File: src/hdl/plf_pkg.sv
`default_nettype none
// ---------------------------------------------------------------------------
// Playfair cipher package
// Shared widths, letter codes, key square types and the square lookup logic.
// ---------------------------------------------------------------------------
package plf_pkg;

  localparam int unsigned LetterW   = 5;
  localparam int unsigned Side      = 5;
  localparam int unsigned PosW      = 3;
  localparam int unsigned RowW      = LetterW * Side;
  localparam int unsigned CfgIndexW = 3;
  localparam int unsigned CfgDataW  = RowW;
  localparam int unsigned PairDepthDefault = 4;

  typedef logic [LetterW-1:0] letter_t;
  typedef logic [PosW-1:0]    pos_t;

  localparam letter_t LetterI = letter_t'(8);
  localparam letter_t LetterJ = letter_t'(9);
  localparam letter_t LetterX = letter_t'(23);
  localparam letter_t LetterY = letter_t'(24);

  // Register map of the configuration port.
  typedef enum logic [CfgIndexW-1:0] {
    CfgRow0    = 3'd0,
    CfgRow1    = 3'd1,
    CfgRow2    = 3'd2,
    CfgRow3    = 3'd3,
    CfgRow4    = 3'd4,
    CfgDecrypt = 3'd5
  } cfg_index_e;

  // Key square: row, column, letter bits. Column 0 sits in the low bits.
  typedef logic [Side-1:0][Side-1:0][LetterW-1:0] square_t;

  // Plain alphabet without J, row 4 in the top bits.
  localparam square_t SquareReset = {
    25'd27025109, 25'd21613104, 25'd16201099, 25'd10755269, 25'd4294688
  };

  typedef struct packed {
    letter_t a;
    letter_t b;
    logic    last;
  } pair_t;

  typedef struct packed {
    logic found;
    pos_t row;
    pos_t col;
  } loc_t;

  typedef struct packed {
    letter_t oa;
    letter_t ob;
  } cipher_t;

  function automatic letter_t filler_for(letter_t l);
    return (l == LetterX) ? LetterY : LetterX;
  endfunction

  // First occurrence wins: scan from the last cell back to cell 0.
  function automatic loc_t locate(square_t sq, letter_t l);
    loc_t res;
    res = '0;
    for (int r = Side - 1; r >= 0; r--) begin
      for (int c = Side - 1; c >= 0; c--) begin
        if (sq[r][c] == l) begin
          res.found = 1'b1;
          res.row   = pos_t'(r);
          res.col   = pos_t'(c);
        end
      end
    end
    return res;
  endfunction

  function automatic pos_t wrap_add(pos_t p, pos_t step);
    logic [PosW:0] sum;
    sum = {1'b0, p} + {1'b0, step};
    if (sum >= (PosW + 1)'(Side)) begin
      sum = sum - (PosW + 1)'(Side);
    end
    return sum[PosW-1:0];
  endfunction

  function automatic cipher_t cipher_pair(square_t sq, logic dec, letter_t a, letter_t b);
    loc_t    la;
    loc_t    lb;
    pos_t    fwd;
    cipher_t res;
    la  = locate(sq, a);
    lb  = locate(sq, b);
    fwd = dec ? pos_t'(Side - 1) : pos_t'(1);
    if (!la.found || !lb.found) begin
      res.oa = a;
      res.ob = b;
    end else if (la.row == lb.row) begin
      res.oa = sq[la.row][wrap_add(la.col, fwd)];
      res.ob = sq[lb.row][wrap_add(lb.col, fwd)];
    end else if (la.col == lb.col) begin
      res.oa = sq[wrap_add(la.row, fwd)][la.col];
      res.ob = sq[wrap_add(lb.row, fwd)][lb.col];
    end else begin
      res.oa = sq[la.row][lb.col];
      res.ob = sq[lb.row][la.col];
    end
    return res;
  endfunction

endpackage
`default_nettype wire

File: src/hdl/plf_if.sv
`default_nettype none
// ---------------------------------------------------------------------------
// Playfair cipher stream interfaces
// Valid/ready channels for plain letters in and ciphered letters out.
// ---------------------------------------------------------------------------
interface plf_in_if;
  logic                         valid;
  logic                         ready;
  logic [plf_pkg::LetterW-1:0]  letter_in;
  logic                         last_in;

  modport source (output valid, output letter_in, output last_in, input ready);
  modport sink   (input valid, input letter_in, input last_in, output ready);
endinterface

interface plf_out_if;
  logic                         valid;
  logic                         ready;
  logic [plf_pkg::LetterW-1:0]  letter_out;
  logic                         last_out;

  modport source (output valid, output letter_out, output last_out, input ready);
  modport sink   (input valid, input letter_out, input last_out, output ready);
endinterface
`default_nettype wire

File: src/hdl/playfair_digraph_cipher_unit.sv
`default_nettype none
// ---------------------------------------------------------------------------
// Playfair digraph cipher unit
// Pairs incoming letters, inserts fillers and ciphers each pair through a
// configurable 5x5 key square.
// ---------------------------------------------------------------------------
// Letters enter as indices A=0..Z=25 on in_i, J folded onto I, with last_in
// marking the end of a message. The unit pairs them, holding the first letter
// of each pair; in encrypt mode a doubled letter is split, and in both modes a
// lone final letter is padded, with X (Y when the letter is X). Every formed
// pair goes into a small pair queue, and the cipher stage takes one pair from
// the queue head per load into an output register that hands out its two
// letters one after the other. An input word is accepted in any cycle in
// which the queue has room for two pairs, so letters stream in at one per
// cycle while it has room; the output side moves one letter per cycle while
// out_o is ready, and the next queued pair loads as the second letter leaves.
// The key square rows and the mode are to be written on the configuration
// port only while the unit is idle; the unit itself does not enforce this.
// Writes to an index past the register list are ignored.
// ---------------------------------------------------------------------------
module playfair_digraph_cipher_unit #(
  parameter int unsigned PairDepth = plf_pkg::PairDepthDefault
) (
  input  wire                            clk_i,
  input  wire                            rst_ni,
  input  wire                            cfg_we_i,
  input  wire [plf_pkg::CfgIndexW-1:0]   cfg_index_i,
  input  wire [plf_pkg::CfgDataW-1:0]    cfg_wdata_i,
  plf_in_if.sink                         in_i,
  plf_out_if.source                      out_o
);
  import plf_pkg::*;

  localparam int unsigned PtrW = (PairDepth > 1) ? $clog2(PairDepth) : 1;
  localparam int unsigned CntW = $clog2(PairDepth + 1);

  typedef logic [PtrW-1:0] ptr_t;
  typedef logic [CntW-1:0] cnt_t;

  function automatic ptr_t ptr_inc(ptr_t p);
    return (p == ptr_t'(PairDepth - 1)) ? '0 : ptr_t'(p + ptr_t'(1));
  endfunction

  // Configuration registers.
  square_t square_q;
  logic    decrypt_q;

  always_ff @(posedge clk_i or negedge rst_ni) begin
    if (!rst_ni) begin
      square_q  <= SquareReset;
      decrypt_q <= 1'b0;
    end else if (cfg_we_i) begin
      case (cfg_index_i) inside
        [CfgRow0:CfgRow4]: begin
          square_q[cfg_index_i] <= cfg_wdata_i;
        end
        CfgDecrypt: begin
          decrypt_q <= cfg_wdata_i[0];
        end
        default: begin
        end
      endcase
    end
  end

  // Pair former. The held letter waits for its partner; a completed pair, or
  // a filler pair, is pushed into the queue at acceptance.
  letter_t held_q, held_d;
  logic    holding_q, holding_d;
  letter_t in_letter;
  logic    in_acc;
  logic [1:0] push_n;
  pair_t   push0, push1;

  assign in_letter = (in_i.letter_in == LetterJ) ? LetterI : in_i.letter_in;
  assign in_acc    = in_i.valid && in_i.ready;

  always_comb begin
    held_d    = held_q;
    holding_d = holding_q;
    push_n    = 2'd0;
    push0     = '{a: in_letter, b: filler_for(in_letter), last: 1'b1};
    push1     = '{a: in_letter, b: filler_for(in_letter), last: 1'b1};
    if (!holding_q) begin
      if (in_i.last_in) begin
        push_n = 2'd1;
      end else begin
        held_d    = in_letter;
        holding_d = 1'b1;
      end
    end else if (!decrypt_q && held_q == in_letter) begin
      // Doubled letter: the held one is split off with a filler and the new
      // one starts the next pair, or is padded if it ends the message.
      push0 = '{a: held_q, b: filler_for(held_q), last: 1'b0};
      if (in_i.last_in) begin
        push_n    = 2'd2;
        held_d    = '0;
        holding_d = 1'b0;
      end else begin
        push_n = 2'd1;
      end
    end else begin
      push0     = '{a: held_q, b: in_letter, last: in_i.last_in};
      push_n    = 2'd1;
      held_d    = '0;
      holding_d = 1'b0;
    end
  end

  always_ff @(posedge clk_i or negedge rst_ni) begin
    if (!rst_ni) begin
      held_q    <= '0;
      holding_q <= 1'b0;
    end else if (in_acc) begin
      held_q    <= held_d;
      holding_q <= holding_d;
    end
  end

  // Pair queue. Up to two pushes and one pop in a cycle.
  pair_t fifo_q [PairDepth];
  ptr_t  head_q, tail_q;
  cnt_t  count_q;
  logic  load;
  logic [1:0] push_eff;

  assign in_i.ready = (count_q <= cnt_t'(PairDepth - 2));
  assign push_eff   = in_acc ? push_n : 2'd0;

  always_ff @(posedge clk_i) begin
    if (push_eff != 2'd0) begin
      fifo_q[tail_q] <= push0;
    end
    if (push_eff == 2'd2) begin
      fifo_q[ptr_inc(tail_q)] <= push1;
    end
  end

  always_ff @(posedge clk_i or negedge rst_ni) begin
    if (!rst_ni) begin
      head_q  <= '0;
      tail_q  <= '0;
      count_q <= '0;
    end else begin
      if (push_eff == 2'd1) begin
        tail_q <= ptr_inc(tail_q);
      end else if (push_eff == 2'd2) begin
        tail_q <= ptr_inc(ptr_inc(tail_q));
      end
      if (load) begin
        head_q <= ptr_inc(head_q);
      end
      count_q <= cnt_t'(count_q + cnt_t'(push_eff) - cnt_t'(load));
    end
  end

  // Cipher stage and output register. The register holds both letters of a
  // pair; sel_q picks which one is on the output.
  cipher_t ciph;
  pair_t   head_pair;
  logic    ov_q, sel_q, olast_q;
  letter_t oa_q, ob_q;
  logic    out_acc;

  assign head_pair = fifo_q[head_q];
  assign ciph      = cipher_pair(square_q, decrypt_q, head_pair.a, head_pair.b);
  assign out_acc   = out_o.valid && out_o.ready;
  assign load      = (count_q != '0) && (!ov_q || (out_acc && sel_q));

  always_ff @(posedge clk_i or negedge rst_ni) begin
    if (!rst_ni) begin
      ov_q  <= 1'b0;
      sel_q <= 1'b0;
    end else if (load) begin
      ov_q  <= 1'b1;
      sel_q <= 1'b0;
    end else if (out_acc) begin
      if (sel_q) begin
        ov_q  <= 1'b0;
        sel_q <= 1'b0;
      end else begin
        sel_q <= 1'b1;
      end
    end
  end

  always_ff @(posedge clk_i) begin
    if (load) begin
      oa_q    <= ciph.oa;
      ob_q    <= ciph.ob;
      olast_q <= head_pair.last;
    end
  end

  assign out_o.valid      = ov_q;
  assign out_o.letter_out = sel_q ? ob_q : oa_q;
  assign out_o.last_out   = sel_q & olast_q;

endmodule
`default_nettype wire
File: src/flat_wrapper.sv
// flat-port wrapper written by rule: the top's interface ports become plain ports
module playfair_digraph_cipher_unit_flat import plf_pkg::*;
#(
  parameter int unsigned PairDepth = plf_pkg::PairDepthDefault
)
  (clk_i, rst_ni, cfg_we_i, cfg_index_i, cfg_wdata_i, in_i_valid, in_i_letter_in, in_i_last_in, in_i_ready, out_o_valid, out_o_letter_out, out_o_last_out, out_o_ready);
  plf_in_if in_i_i ();
  plf_out_if out_o_i ();
  input  wire clk_i;
  input  wire rst_ni;
  input  wire cfg_we_i;
  input  wire [plf_pkg::CfgIndexW-1:0] cfg_index_i;
  input  wire [plf_pkg::CfgDataW-1:0] cfg_wdata_i;
  input wire logic [$bits(in_i_i.valid)-1:0] in_i_valid;
  input wire logic [$bits(in_i_i.letter_in)-1:0] in_i_letter_in;
  input wire logic [$bits(in_i_i.last_in)-1:0] in_i_last_in;
  output wire logic [$bits(in_i_i.ready)-1:0] in_i_ready;
  output wire logic [$bits(out_o_i.valid)-1:0] out_o_valid;
  output wire logic [$bits(out_o_i.letter_out)-1:0] out_o_letter_out;
  output wire logic [$bits(out_o_i.last_out)-1:0] out_o_last_out;
  input wire logic [$bits(out_o_i.ready)-1:0] out_o_ready;
  assign in_i_i.valid = in_i_valid;
  assign in_i_i.letter_in = in_i_letter_in;
  assign in_i_i.last_in = in_i_last_in;
  assign in_i_ready = in_i_i.ready;
  assign out_o_valid = out_o_i.valid;
  assign out_o_letter_out = out_o_i.letter_out;
  assign out_o_last_out = out_o_i.last_out;
  assign out_o_i.ready = out_o_ready;
  playfair_digraph_cipher_unit #(.PairDepth(PairDepth)) u_core (.clk_i(clk_i), .rst_ni(rst_ni), .cfg_we_i(cfg_we_i), .cfg_index_i(cfg_index_i), .cfg_wdata_i(cfg_wdata_i), .in_i(in_i_i), .out_o(out_o_i));
endmodule
File: config.mk
export PLATFORM = sky130hd
export DESIGN_NAME = playfair_digraph_cipher_unit_flat
export DESIGN_NICKNAME = d
export VERILOG_FILES = /design/src/hdl/plf_pkg.sv /design/src/hdl/plf_if.sv /design/src/hdl/playfair_digraph_cipher_unit.sv /design/src/flat_wrapper.sv
export SDC_FILE = /design/constraint.sdc
export NUM_CORES = 1
export LEC_CHECK = 0
export BUFFER_PORTS_ARGS = -buffer_cell sky130_fd_sc_hd__buf_2
export CELL_PAD_IN_SITES_DETAIL_PLACEMENT = 2
export CELL_PAD_IN_SITES_GLOBAL_PLACEMENT = 2
export CORE_MARGIN = 8
export CORE_UTILIZATION = 37
export CTS_CLUSTER_DIAMETER = 200
export DETAILED_ROUTE_END_ITERATION = 8
export MAX_ROUTING_LAYER = met4
export PLACE_DENSITY = 0.83
export RECOVER_POWER = 100
export SLEW_MARGIN = 20
export SYNTH_ARGS = -nofsm -noshare
export SYNTH_HDL_FRONTEND = slang
export SYNTH_SLANG_ARGS = --single-unit
File: constraint.sdc
create_clock -name clk_i -period 7.2 [get_ports clk_i]
set_input_delay 1.08 -clock clk_i [delete_from_list [all_inputs] [get_ports clk_i]]
set_output_delay 1.08 -clock clk_i [all_outputs]
set_load 0.02 [all_outputs]
==> flow_summary.json <==
{
  "status": "complete, but fails checks",
  "violations": "max-capacitance violations, max-slew violations",
  "timing.slew.headroom_pct": -160.6,
  "grt-ovfl-total": 0,
  "grt_start_max_net_pins": 74,
  "clk_latency_ns": 0.51,
  "dp_hpwl_mm": 85.45,
  "cts.clk_slew.worst_paths_ns": 0.10,
  "die-height_um": 249.1,
  "place_congestion": 1.018,
  "ys_ff_latch": 196,
  "hp-class": "reg -> reg",
  "drt_pre_antenna_iters": 5,
  "synth_area_per_cell_um2": 8.829,
  "viasPerCell": 6.910,
  "layout_common_cells": "buf_4 (189), xnor2_1 (185), nand2_1 (174)",
  "clockRootBuffer": "clkbuf_16",
  "cts_tree": "yes",
  "dieArea_mm2": 0.06203,
  "yosys_warnings": 0,
  "fin_area_mm2": 0.02226,
  "fin_nets": 2349,
  "initial_utilization_pct": 37.34,
  "fin_crit_ns": 7.110,
  "syn2layout_area_growth_pct": 10.77,
  "clockBufferDepth": 2,
  "critPathMaxFanout": 18,
  "drv_cap": 1,
  "grt_pass1_wl_mm": 160.2,
  "grt-busiest-layer": "met2",
  "tightest_slew_ns": 3.909,
  "syn_nets": 2349,
  "clock-skew-final_ns": 0.03217,
  "numCtsBuffers": 17,
  "crit_type": "reg -> reg",
  "endpoint_kind": "flop",
  "core_mm2": 0.05381,
  "fp-row-count": 85,
  "grt.met3_usage_pct": 7.135,
  "dpl-instance-area_mm2": 0.02118,
  "ys.flop_type": "dfrtp_1",
  "finalHoldViolCount": 0,
  "ios": 47,
  "crit_arrival_ns": 7.37,
  "yosysUniqueCellTypes": 106,
  "drc_errors": 0,
  "met1_usage_pct": 45.57,
  "port_buffers": 46,
  "antenna_found_initial": 7,
  "cts.sinks": 196,
  "cp-start-kind": "flop",
  "synth_area_mm2": 0.02010,
  "final_common_cell": "buf_4",
  "seq_area_frac_synth_pct": 25.72,
  "rrSetupSlack_ns": 0.09,
  "postRouteAntennaNets": 0,
  "track_usage_pct": 36.47,
  "drtIter0Drc": 2437,
  "die_x_um": 249.1,
  "synth_cells": 2276,
  "synth_edf_count": 47,
  "gr-usage-met2_pct": 55.63,
  "final_max_slew_viol_count": 70,
  "grt_pass1_vias": 20883,
  "clock.fmax_mhz": 140.6,
  "synthArstFlopShare_pct": 71.94,
  "htreeDepth": 4,
  "num_vias": 20653,
  "setup_viol": 0,
  "num-fill-cells": 5907,
  "drt-wirelength-per-cell_um": 38.60,
  "cp.required_ns": 7.46,
  "post-route-period-util_pct": 98.75,
  "drt-total-wl_mm": 115.4,
  "drive_gt1_share_pct": 25.34
}
## routing by layer
metal  part of all wire [%]  wire length (µm)
met1                     41             46830
met2                     44             51310
met3                    8.8             10110
met4                    6.2              7120
met5                      0                 0
## registers in the layout, indices dropped and copies added (netlist names)
| name | flops |
|---|---|
| u_core.square_q | 125 |
| u_core.head_q | 2 |
| u_core.ob_q | 5 |
| u_core.out_o.valid | 1 |
| u_core.held_q | 5 |
| u_core.decrypt_q | 1 |
| u_core.count_q | 3 |
| u_core.olast_q | 1 |
| u_core.sel_q | 1 |
| u_core.oa_q | 5 |
| u_core.holding_q | 1 |
| u_core.tail_q | 2 |
| u_core.fifo_q | 44 |
## timing repair
item | in CTS | in global routing
setup endpoints to repair | 5 | 10
resized for setup | 5 | 17
setup buffers | 0 | 39
cloned | 0 | 1
hold buffers | 0 | 0
## worst paths after layout
path                       depth (start not counted)                start                  end
min                                                2  u_core.fifo_q[2][0]  u_core.fifo_q[2][0]
max in group asynchronous                          2               rst_ni     u_core.head_q[1]
max                                               23     u_core.head_q[1]       u_core.ob_q[0]
min reg2reg                                        2  u_core.fifo_q[2][0]  u_core.fifo_q[2][0]
max reg2reg                                       23     u_core.head_q[1]       u_core.ob_q[0]
min in group asynchronous                          1               rst_ni  u_core.square_q[30]
## cell usage after synthesis (37+ instances only)
library cell / instances / share of area, %
a21oi_1: 120 / 3.0
nand2_1: 175 / 3.3
clkbuf_1: 154 / 2.9
mux2_2: 141 / 7.9
edfxtp_1: 47 / 7.0
xor2_1: 82 / 3.6
o21ai_0: 101 / 2.5
nor3_1: 58 / 1.4
dfrtp_1: 86 / 11
buf_2: 37 / 0.92
o22ai_1: 56 / 1.7
a221oi_1: 43 / 1.9
nand3_1: 94 / 2.3
xnor2_1: 187 / 8.2
dfstp_2: 55 / 7.2
nor2_1: 77 / 1.4
inv_1: 60 / 1.1
mux2i_1: 125 / 6.2
## metrics by stage
step                       TNS, ns  worst slack [ns]  utilization [%]  instances  hold slack, ns
after floorplan                  0            0.1732                -       2276          0.4465
after global placement    -0.03378          -0.03378            39.36       2913          0.4625
after detailed placement   -0.2905           -0.2505            39.36       2913          0.4957
after CTS                        0           0.01665            40.51       2945          0.5171
after global routing      -0.04613          -0.03216            41.36       2989          0.5313
final                            0           0.09010            41.36       2989          0.5098
## critical path, stage by stage, from the launching register on
cell	delay (ns)
dfrtp_2	0.62
buf_4	0.22
mux4_2	0.44
buf_4	0.32
xnor2_1	0.21
nand3_1	0.14
nor3_4	0.37
nor4_4	0.11
a211o_1	0.36
a2111oi_4	0.33
ha_1	0.39
inv_2	0.25
ha_2	0.23
nand2b_1	0.19
a21o_1	0.30
a41oi_4	0.27
buf_4	0.22
mux2_2	0.43
nor2b_1	0.26
buf_4	0.18
a31o_2	0.14
o21ai_0	0.26
nor4b_2	0.45
o31ai_1	0.14
## cell type report
class	count	area [µm²]	share of cell area, %
sequential	196	5170	23.23
multi-input combinational	1752	13570	60.97
clock buffer	19	442.9	1.990
inverter	67	251.5	1.130
tap	696	870.8	3.912
clock inverter	13	156.4	0.7026
antenna	4	10.01	0.04497
timing repair buffer	242	1787	8.027
## logic make-up after synthesis
kind of cell	after synthesis	synth area share, %
AO/OA/AOI/OAI	591	20.58
XOR/XNOR	272	11.97
adder cells (fa/ha/maj)	34	2.154
buffers and inverters	329	7.665
flip-flops	196	25.72
multiplexers	297	17.66
AND/OR/NAND/NOR	557	14.25
Power is not shown: default switching activity piles up to over one toggle a cycle in this logic, so the estimate is an artifact.
